`src/hdl/crcv_pkg.sv`:
```
// shared types, constants and the byte-wide crc-32 step for the record validator
package crcv_pkg;

  localparam logic [31:0] CRC_INIT     = 32'hFFFF_FFFF;
  localparam logic [31:0] CRC_POLY     = 32'hEDB8_8320;
  localparam int unsigned HEADER_BYTES = 16;
  localparam int unsigned CRC_START    = 8;

  // configuration register indexes
  localparam logic [1:0] CFG_EXPECTED_MAGIC  = 2'd0;
  localparam logic [1:0] CFG_EXPECTED_SCHEMA = 2'd1;
  localparam logic [1:0] CFG_REQUIRED_MASK   = 2'd2;

  // header word slots, by byte offset bits [3:2]
  localparam logic [1:0] WORD_MAGIC  = 2'd0;
  localparam logic [1:0] WORD_CRC    = 2'd1;
  localparam logic [1:0] WORD_SCHEMA = 2'd2;
  localparam logic [1:0] WORD_MASK   = 2'd3;

  typedef struct packed {
    logic        record_ok;
    logic        magic_ok;
    logic        schema_ok;
    logic        crc_ok;
    logic        short_record;
    logic        mask_complete;
    logic [31:0] computed_crc;
    logic [31:0] stored_crc;
  } crcv_result_t;

  // one reflected crc-32 update over a single byte
  function automatic logic [31:0] crc_byte(input logic [31:0] crc, input logic [7:0] b);
    logic [31:0] x;
    x = {24'd0, crc[7:0] ^ b};
    for (int k = 0; k < 8; k++) begin
      x = x[0] ? ((x >> 1) ^ CRC_POLY) : (x >> 1);
    end
    return (crc >> 8) ^ x;
  endfunction

endpackage

```
`src/hdl/crcv_out_queue.sv`:
```
// two-entry result queue: output register plus skid register
module crcv_out_queue
  import crcv_pkg::*;
(
  input  logic         clk,
  input  logic         rst_n,
  input  logic         push,
  input  crcv_result_t push_data,
  output logic         full,
  output logic         out_valid,
  output crcv_result_t out_data,
  input  logic         out_stall
);

  logic         head_valid_r, head_valid_nxt;
  logic         skid_valid_r, skid_valid_nxt;
  crcv_result_t head_r, head_nxt;
  crcv_result_t skid_r, skid_nxt;
  logic         pop;

  assign pop       = head_valid_r && !out_stall;
  assign full      = skid_valid_r;
  assign out_valid = head_valid_r;
  assign out_data  = head_r;

  // queue bookkeeping
  always_comb begin
    head_valid_nxt = head_valid_r;
    skid_valid_nxt = skid_valid_r;
    head_nxt       = head_r;
    skid_nxt       = skid_r;
    if (skid_valid_r) begin
      // input is stalled, so only a pop can happen
      if (pop) begin
        head_nxt       = skid_r;
        skid_valid_nxt = 1'b0;
      end
    end else if (push) begin
      if (!head_valid_r || pop) begin
        head_nxt       = push_data;
        head_valid_nxt = 1'b1;
      end else begin
        skid_nxt       = push_data;
        skid_valid_nxt = 1'b1;
      end
    end else if (pop) begin
      head_valid_nxt = 1'b0;
    end
  end

  // control state
  always_ff @(posedge clk) begin
    if (!rst_n) begin
      head_valid_r <= 1'b0;
      skid_valid_r <= 1'b0;
    end else begin
      head_valid_r <= head_valid_nxt;
      skid_valid_r <= skid_valid_nxt;
    end
  end

  // payload registers
  always_ff @(posedge clk) begin
    head_r <= head_nxt;
    skid_r <= skid_nxt;
  end

endmodule

```
`src/hdl/crc_checked_record_validator.sv`:
```
// top level: streaming crc-32 check of a stored calibration record
// The result for a record is registered into the output queue when its last byte is taken.
// Throughput: one byte per cycle unless stalled; the byte-wide crc-32 step feeds the compares.
// The input stalls only while two finished results wait in the output queue.
// Reset (rst_n low, synchronous) clears the config registers, the record state and the queue.
module crc_checked_record_validator
  import crcv_pkg::*;
#(
  parameter int unsigned MAX_RECORD_BYTES = 4096
) (
  input  logic        clk,
  input  logic        rst_n,
  // configuration write port
  input  logic        cfg_wr_en,
  input  logic [1:0]  cfg_index,
  input  logic [31:0] cfg_wdata,
  // byte input channel
  input  logic        in_valid,
  output logic        in_stall,
  input  logic [7:0]  in_data_byte,
  input  logic        in_last_byte,
  // result channel
  output logic        out_valid,
  input  logic        out_stall,
  output logic        out_record_ok,
  output logic        out_magic_ok,
  output logic        out_schema_ok,
  output logic        out_crc_ok,
  output logic        out_short_record,
  output logic        out_mask_complete,
  output logic [31:0] out_computed_crc,
  output logic [31:0] out_stored_crc
);

  localparam int unsigned CNT_W = $clog2(MAX_RECORD_BYTES + 1);
  localparam logic [CNT_W-1:0] CNT_MAX    = CNT_W'(MAX_RECORD_BYTES);
  localparam logic [CNT_W-1:0] CNT_HEADER = CNT_W'(HEADER_BYTES);
  localparam logic [CNT_W-1:0] CNT_CRC    = CNT_W'(CRC_START);

  logic [31:0]      exp_magic_r, exp_schema_r, req_mask_r;
  logic [CNT_W-1:0] count_r, count_nxt, count_upd;
  logic [31:0]      crc_r, crc_nxt, crc_upd;
  logic [31:0]      word_r   [4];
  logic [31:0]      word_nxt [4];
  logic [31:0]      word_upd [4];
  logic             accept;
  logic             queue_full;
  logic             push;
  crcv_result_t     res;
  crcv_result_t     q_out;
  logic             shortr;
  logic [31:0]      calc;

  assign accept   = in_valid && !in_stall;
  assign in_stall = queue_full;
  assign push     = accept && in_last_byte;

  // configuration registers, unknown index ignored
  always_ff @(posedge clk) begin
    if (!rst_n) begin
      exp_magic_r  <= '0;
      exp_schema_r <= '0;
      req_mask_r   <= '0;
    end else if (cfg_wr_en) begin
      unique case (cfg_index)
        CFG_EXPECTED_MAGIC:  exp_magic_r  <= cfg_wdata;
        CFG_EXPECTED_SCHEMA: exp_schema_r <= cfg_wdata;
        CFG_REQUIRED_MASK:   req_mask_r   <= cfg_wdata;
        default: ;
      endcase
    end
  end

  // record state after the incoming byte
  always_comb begin
    for (int w = 0; w < 4; w++) begin
      word_upd[w] = word_r[w];
    end
    if (count_r < CNT_HEADER) begin
      word_upd[count_r[3:2]][count_r[1:0]*8 +: 8] = in_data_byte;
    end
    crc_upd   = (count_r >= CNT_CRC) ? crc_byte(crc_r, in_data_byte) : crc_r;
    count_upd = (count_r != CNT_MAX) ? count_r + CNT_W'(1) : count_r;
  end

  // next state: hold, advance, or clear at end of record
  always_comb begin
    count_nxt = count_r;
    crc_nxt   = crc_r;
    for (int w = 0; w < 4; w++) begin
      word_nxt[w] = word_r[w];
    end
    if (accept) begin
      if (in_last_byte) begin
        count_nxt = '0;
        crc_nxt   = CRC_INIT;
        for (int w = 0; w < 4; w++) begin
          word_nxt[w] = '0;
        end
      end else begin
        count_nxt = count_upd;
        crc_nxt   = crc_upd;
        for (int w = 0; w < 4; w++) begin
          word_nxt[w] = word_upd[w];
        end
      end
    end
  end

  always_ff @(posedge clk) begin
    if (!rst_n) begin
      count_r <= '0;
      crc_r   <= CRC_INIT;
      for (int w = 0; w < 4; w++) begin
        word_r[w] <= '0;
      end
    end else begin
      count_r <= count_nxt;
      crc_r   <= crc_nxt;
      for (int w = 0; w < 4; w++) begin
        word_r[w] <= word_nxt[w];
      end
    end
  end

  // verdict for a record ending with this byte
  always_comb begin
    shortr            = count_upd < CNT_HEADER;
    calc              = ~crc_upd;
    res.magic_ok      = !shortr && (word_upd[WORD_MAGIC] == exp_magic_r);
    res.schema_ok     = !shortr && (word_upd[WORD_SCHEMA] == exp_schema_r);
    res.crc_ok        = !shortr && (calc == word_upd[WORD_CRC]);
    res.mask_complete = !shortr && ((word_upd[WORD_MASK] & req_mask_r) == req_mask_r);
    res.record_ok     = res.magic_ok && res.schema_ok && res.crc_ok;
    res.short_record  = shortr;
    res.computed_crc  = calc;
    res.stored_crc    = word_upd[WORD_CRC];
  end

  crcv_out_queue u_out_queue (
    .clk       (clk),
    .rst_n     (rst_n),
    .push      (push),
    .push_data (res),
    .full      (queue_full),
    .out_valid (out_valid),
    .out_data  (q_out),
    .out_stall (out_stall)
  );

  assign out_record_ok     = q_out.record_ok;
  assign out_magic_ok      = q_out.magic_ok;
  assign out_schema_ok     = q_out.schema_ok;
  assign out_crc_ok        = q_out.crc_ok;
  assign out_short_record  = q_out.short_record;
  assign out_mask_complete = q_out.mask_complete;
  assign out_computed_crc  = q_out.computed_crc;
  assign out_stored_crc    = q_out.stored_crc;

endmodule

```
`config.mk`:
```
export PLATFORM = sky130hd
export DESIGN_NAME = crc_checked_record_validator
export DESIGN_NICKNAME = d
export VERILOG_FILES = /design/src/hdl/crcv_pkg.sv /design/src/hdl/crcv_out_queue.sv /design/src/hdl/crc_checked_record_validator.sv
export SDC_FILE = /design/constraint.sdc
export NUM_CORES = 1
export LEC_CHECK = 0
export ABC_AREA = 1
export ABC_CLOCK_PERIOD_IN_PS = 5900
export BUFFER_PORTS_ARGS = -buffer_cell sky130_fd_sc_hd__buf_2
export CAP_MARGIN = 20
export CORE_ASPECT_RATIO = 0.8
export CORE_MARGIN = 2
export CORE_UTILIZATION = 40
export DETAILED_ROUTE_END_ITERATION = 6
export PLACE_DENSITY_LB_ADDON = 0.3
export SLEW_MARGIN = 20
export SYNTH_ARGS = -nofsm -noshare
export SYNTH_HDL_FRONTEND = slang
export SYNTH_SLANG_ARGS = --single-unit
```
`constraint.sdc`:
```
create_clock -name clk -period 5.9 [get_ports clk]
set_input_delay 0.59 -clock clk [delete_from_list [all_inputs] [get_ports clk]]
set_output_delay 0.59 -clock clk [all_outputs]
set_load 0.02 [all_outputs]
```
==> results of run 1 <==
-- registers in the layout (all words and copies together), names as in the netlist --
signal / flops
count_r: 13
u_out_queue.skid_r: 70
exp_magic_r: 32
u_out_queue.full: 1
crc_r: 32
u_out_queue.out_data: 70
exp_schema_r: 32
word_r: 128
u_out_queue.out_valid: 1
req_mask_r: 32
-- worst register-to-register path: stages, from the launching register on --
cell	delay (ns)
dfxtp_1	0.90
inv_1	0.30
ha_1	0.56
inv_1	0.26
nor2_1	0.41
nand3_1	0.30
nand2_1	0.12
o21ai_0	0.08
nand2_1	0.08
o21ai_0	0.12
inv_1	0.10
nand2_1	0.05
nand2_1	0.10
nand2_1	0.10
nor2_1	0.09
nand2_1	0.07
nor2_1	0.21
nand3_1	0.22
nor2_1	0.16
nand2_1	0.08
a21oi_1	0.14
-- routing by layer --
metal	up-vias	part of all wire (%)	track usage, %
li1	9801	-	-
met1	9216	46	40.33
met2	932	41	37.18
met3	125	11	5.072
met4	0	3.1	8.473
met5	-	0	0
-- stage by stage --
stage / utilization (%) / power, uW / std cells / instance area (um^2) / hold WS [ns]
after detailed placement: 42.44 / 3868 / 3700 / 22180 / 0.4383
after CTS: 45.36 / 6793 / 3782 / 23710 / 0.2647
after global placement: 42.44 / 3867 / 3700 / 22180 / 0.4342
final: 45.36 / 6792 / 3782 / 23710 / 0.2861
after global routing: 45.36 / 7006 / 3782 / 23710 / 0.3339
after floorplan: - / 3592 / 3005 / 21080 / 0.4224
-- cell type report --
class                           instances  share of cell area, %
Clock buffer                           63                  5.551
Inverter                              337                  5.345
Multi-Input combinational cell       2119                  40.70
Clock inverter                         19                 0.8918
Timing Repair Buffer                  140                  3.229
Sequential cell                       411                  40.63
Tap cell                              693                  3.657
-- report_power, final --
part           internal (uW)  switching, uW
logic                    204            571
registers               3000           52.5
clock network           1730           1230
total                   4940           1850
-- worst min-delay path by stage --
stage,start,slack [ns],end,depth (start not counted)
global route,cfg_wdata[28],0.33,req_mask_r[28],3
CTS,cfg_wdata[14],0.26,exp_schema_r[14],3
finish,cfg_wdata[14],0.29,exp_schema_r[14],3
floorplan,req_mask_r[0],0.42,req_mask_r[0],2
global placement,req_mask_r[10],0.43,req_mask_r[10],2
detailed placement,req_mask_r[10],0.44,req_mask_r[10],2
-- logic make-up after synthesis --
| logic type | Yosys count | synth area share [%] |
|---|---|---|
| compound gates | 614 | 15.27 |
| xor+xnor | 34 | 1.413 |
| fa+ha+maj | 6 | 0.3561 |
| buf+inv | 475 | 8.731 |
| flops | 411 | 45.68 |
| simple gates | 1465 | 28.56 |
-- placed cells by master (no fill, tap or decap), types with 12 or more instances in the layout --
cell and instances:
nand4_1 35, a31oi_1 18, buf_4 20, nand3_1 143
o21ai_0 283, inv_2 12, nand2_1 1000, dfxtp_1 270
clkbuf_16 47, nor2_1 192, or2_2 48, o22ai_1 17
edfxtp_1 140, a21oi_1 236, nor3_1 12, a2bb2oi_1 13
inv_1 321, buf_2 119, o21ai_1 29, xor2_1 27
==> out/results.ini, run 1 <==
[outcome]
outcome=complete, no violations

[detailed_routing]
wl_per_cell_um=19.30
drt_iter0_markers=2624
firstDrtPassIters=6
antenna_left=0
vias_per_cell=5.308
routed_wl_um=73000
drc=0
vias=20070

[clock_tree]
clk_path_buf_depth=3
cts_tree=built
numClockSinks=411
cts_buffers=44
cts.hold.buffers_added=0
postCtsSetupBuffers=0
cts_root_buffer=clkbuf_16
clk_pin_slew_ns=0.06
insertion_delay_ns=0.60
htreeDepth=2
post_cts_resized=0

[yosys]
async_flop_share_pct=0
synth_edf_count=140
synth_flop_cell=dfxtp_1
synth_top_cell_area_share_pct=25.74
synth_area_um2=21080
yosys.area.top_type=dfxtp_1
ys_seq_elements=411
synth.area.top_cells=dfxtp_1 (26%), edfxtp_1 (20%), nand2_1 (18%), o21ai_0 (6.7%), inv_1 (5.7%)
yosys-top-cells-count=nand2_1 (1001), inv_1 (322), o21ai_0 (283)
yosys_warnings=0
synthCells=3005
synthMostInstantiatedCell=nand2_1
avgSynthCellArea_um2=7.015
syn_nets=3059
synth-seq-area-share_pct=45.68
yosys.cell_types.count=38

[layout]
multi_input_area_um2=9651
fin_nets=3107
n_antenna_cell=0
seq_area_um2=9633
syn_to_final_growth_pct=12.48
drive_gt1_share_pct=9.874
fill_cells=5338

[floorplanning]
die_h_um=209.3
core_area_um2=52270
fp.dieArea_um2=54560
dieWidth_um=260.7
start_util_pct=40.33
top_level_ports=120
rows=75

[worst_setup_path]
criticalPathCategory=register to register
cp.depth=20
cp_num_buf_inv=3
crit_arrival_ns=5.02
cp_top_family=simple AND/OR/NAND/NOR gates
crit_chain=inv_1 -> ha_1 -> inv_1 -> nor2_1 -> nand3_1 -> nand2_1 -> o21ai_0 -> nand2_1 -> o21ai_0 -> inv_1 -> nand2_1 -> nand2_1 -> nand2_1 -> nor2_1 -> nand2_1 -> nor2_1 -> nand3_1 -> nor2_1 -> nand2_1 -> a21oi_1
worst_setup_path_end_kind=register
rr_startpoint=count_r[0]
worst_path_max_delay_cell=dfxtp_1
crit_end=u_out_queue.out_data[69]
cpPeakStageDelay_ns=0.90
critPathMaxFanout=26
startpoint_type=register
reg2reg_setup_slack_ns=1.31
r2r-end=u_out_queue.out_data[69]
required_ns=6.32
startpoint=count_r[0]
r2r_cells=20
cp_common_cell=nand2_1

[grt]
grt_pass1_vias=17630
grt_max_degree=100
grt_first_pass_wirelength_um=110100
antenna_found_initial=1
track_usage_pct=26.45
grt_overflow_total=0

[timing]
setup_viol=0
min_period_ns=4.594
slew_headroom_pct=29.55
worst_pin_slew_ns=1.053
rsz0062_at_grt=no
max_freq_mhz=217.7
final.period_utilization_pct=77.87
setup_tns_ns=0
hold_viol_final=0
slew_violations=0
clock_skew_ns=0.03031
fin_ws_ns=1.306

[worst_hold_path]
hp-class=input port to register

[power]
p_leak_uw=0.01055
powerDensity_nw_per_um2=286.4
peakVddDrop_mv=0.1876

[placement]
numPortBuffers=119
hpwl_um=51900
place_congestion=0.9675
pre_cts_slack_ns=1.516

[run]
maxCapViolCount=0

Note: power is estimated with default switching activity, not from simulation.
==> inputs of run 2 (changes only) <==
--- a/config.mk
+++ b/config.mk
@@ -5,8 +5,8 @@
 export SDC_FILE = /design/constraint.sdc
 export NUM_CORES = 1
 export LEC_CHECK = 0
-export ABC_AREA = 1
-export ABC_CLOCK_PERIOD_IN_PS = 5900
+export ABC_AREA = 0
+export ABC_CLOCK_PERIOD_IN_PS = 4500
 export BUFFER_PORTS_ARGS = -buffer_cell sky130_fd_sc_hd__buf_2
 export CAP_MARGIN = 20
 export CORE_ASPECT_RATIO = 0.8
==> constraint.sdc (replaced) <==
create_clock -name clk -period 4.5 [get_ports clk]
set_input_delay 0.45 -clock clk [delete_from_list [all_inputs] [get_ports clk]]
set_output_delay 0.45 -clock clk [all_outputs]
set_load 0.02 [all_outputs]
==> out/results.ini, run 2 <==
[worst_hold_path]
hp-class=input port to register

[timing]
final.period_utilization_pct=93.29
max_freq_mhz=238.2
slew_headroom_pct=29.76
slew_violations=0
clock_skew_ns=0.02753
rsz0062_at_grt=no
min_period_ns=4.198
setup_viol=0
setup_tns_ns=0
worst_pin_slew_ns=1.054
hold_viol_final=0

[yosys]
synth_edf_count=140
yosys-top-cells-count=nand2_1 (308), dfxtp_1 (271), edfxtp_1 (140)
yosys.cell_types.count=69
synthCells=2009
synth_flop_cell=dfxtp_1
yosys.area.top_type=dfxtp_1
synth-seq-area-share_pct=47.79
yosys_warnings=0
synth_area_um2=20150
synthMostInstantiatedCell=nand2_1
avgSynthCellArea_um2=10.03
ys_seq_elements=411
async_flop_share_pct=0
syn_nets=2063
synth.area.top_cells=dfxtp_1 (27%), edfxtp_1 (21%), nand2_1 (5.7%), mux2_2 (5.1%), a22oi_1 (5.1%)
synth_top_cell_area_share_pct=26.92

[floorplanning]
top_level_ports=120
fp.dieArea_um2=52200
core_area_um2=49690
dieWidth_um=254.9
rows=73
die_h_um=204.8
start_util_pct=40.55

[layout]
drive_gt1_share_pct=17.76
mostFrequentLayoutCell=nand2_1
finalNonFillerCells=2827
fill_cells=4777
syn_to_final_growth_pct=14.56
fin_nets=2169
largest_reg_flops=128
mostFrequentLayoutCells=nand2_1 (308), dfxtp_1 (270), edfxtp_1 (140), nor2b_1 (138), a22oi_1 (136)
regMostFlops=word_r

[clock_tree]
cts_buffers=44
htreeDepth=2
cts_root_buffer=clkbuf_16
post_cts_resized=0
postCtsSetupBuffers=0
cts.hold.buffers_added=0
clk_path_buf_depth=3
clk_pin_slew_ns=0.06
insertion_delay_ns=0.58
cts_tree=built
numClockSinks=411

[power]
total_power_uw=8614
peakVddDrop_mv=0.3406
p_leak_uw=0.008300
powerDensity_nw_per_um2=373.2

[grt]
track_usage_pct=23.47
grtUsageMet1_pct=35.31
antenna_found_initial=0
busiest_layer=met2
grt_first_pass_wirelength_um=92970
grt_max_degree=173
grt_pass1_vias=14980
gr-usage-met2_pct=35.39
grt_overflow_total=0
use_met3_pct=3.443

[placement]
numPortBuffers=119
hpwl_um=44470
dp.cells=2743
place_congestion=0.9621

[detailed_routing]
vias_per_cell=5.591
drc=0
firstDrtPassIters=6
wl_per_cell_um=21.85
vias=15810
routed_wl_um=61770
drt_iter0_markers=1504
antenna_left=0

[worst_setup_path]
startpoint_type=register
criticalPathCategory=register to register
cp_top_family=simple AND/OR/NAND/NOR gates
cpPeakStageDelay_ns=0.80
crit_arrival_ns=4.65
critPathMaxFanout=13
cp_num_buf_inv=1
worst_path_max_delay_cell=or4_1
worst_setup_path_end_kind=register
required_ns=4.95
crit_chain=or4_1 -> nor4_2 -> buf_4 -> mux2i_1 -> xnor2_1 -> nor4_1 -> nand4_1 -> or4_1 -> nor4_2 -> a32o_1

[outcome]
outcome=complete, no violations

[run]
maxCapViolCount=0

[run 2: kinds of logic (layout without fill, tap and decap cells)]
kind of cell | Yosys count | in the layout | synth area share (%)
DFF | 411 | 411 | 47.79
xor gates and xnor gates | 159 | 159 | 8.476
AOI/OAI and AO/OA | 425 | 425 | 14.72
buffers and inverters | 151 | 293 | 2.968
and+or+nand+nor | 699 | 699 | 17.17
other | 0 | 1 | 0
adders and majority gates | 6 | 6 | 0.3725
muxes | 158 | 158 | 8.507
[run 2: final timing paths]
| kind | from | depth (start not counted) | slack (ns) | endpoint |
|---|---|---|---|---|
| worst max-delay path | count_r[9] | 10 | 0.30 | u_out_queue.out_data[69] |
| worst min-delay path | cfg_wdata[1] | 3 | 0.16 | req_mask_r[1] |
| worst max register to register | count_r[9] | 10 | 0.30 | u_out_queue.out_data[69] |
| worst min register to register | req_mask_r[27] | 2 | 0.47 | req_mask_r[27] |
[run 2: tightest hold or removal path, stage by stage]
cell and delay, ns:
buf_2 0.12, nand2_1 0.05, a21boi_0 0.06
[run 2: routing by layer]
| metal | up-vias | routed length [um] |
|---|---|---|
| met5 | - | 0 |
| met4 | 0 | 1004 |
| met3 | 73 | 4275 |
| met2 | 543 | 27070 |
| met1 | 7793 | 29420 |
| li1 | 7396 | - |
[run 2: through the flow]
step	hold WS [ns]	cell area [um^2]	worst slack [ns]	utilization, %
floorplan	0.4400	20150	0.1540	-
global placement	0.4543	21670	0.4463	43.61
detailed placement	0.4568	21670	0.4118	43.61
CTS	0.1307	23050	0.3891	46.40
global route	0.1536	23080	0.06427	46.45
finish	0.1578	23080	0.3019	46.46
[run 2: area by class of cell]
class	instances	area (um^2)	share of cell area (%)
antenna	1	2.502	0.01084
clock buffer	59	1219	5.279
clock inverter	23	168.9	0.7317
inverter	24	90.09	0.3902
multi-input combinational	1447	9973	43.20
sequential	411	9633	41.73
tap	675	844.6	3.659
timing repair buffer	187	1154	4.997
[run 2: report_power, final]
part           internal (uW)  switching, uW
Sequential              3920           69.4
Combinational            435            653
Clock                   1980           1560
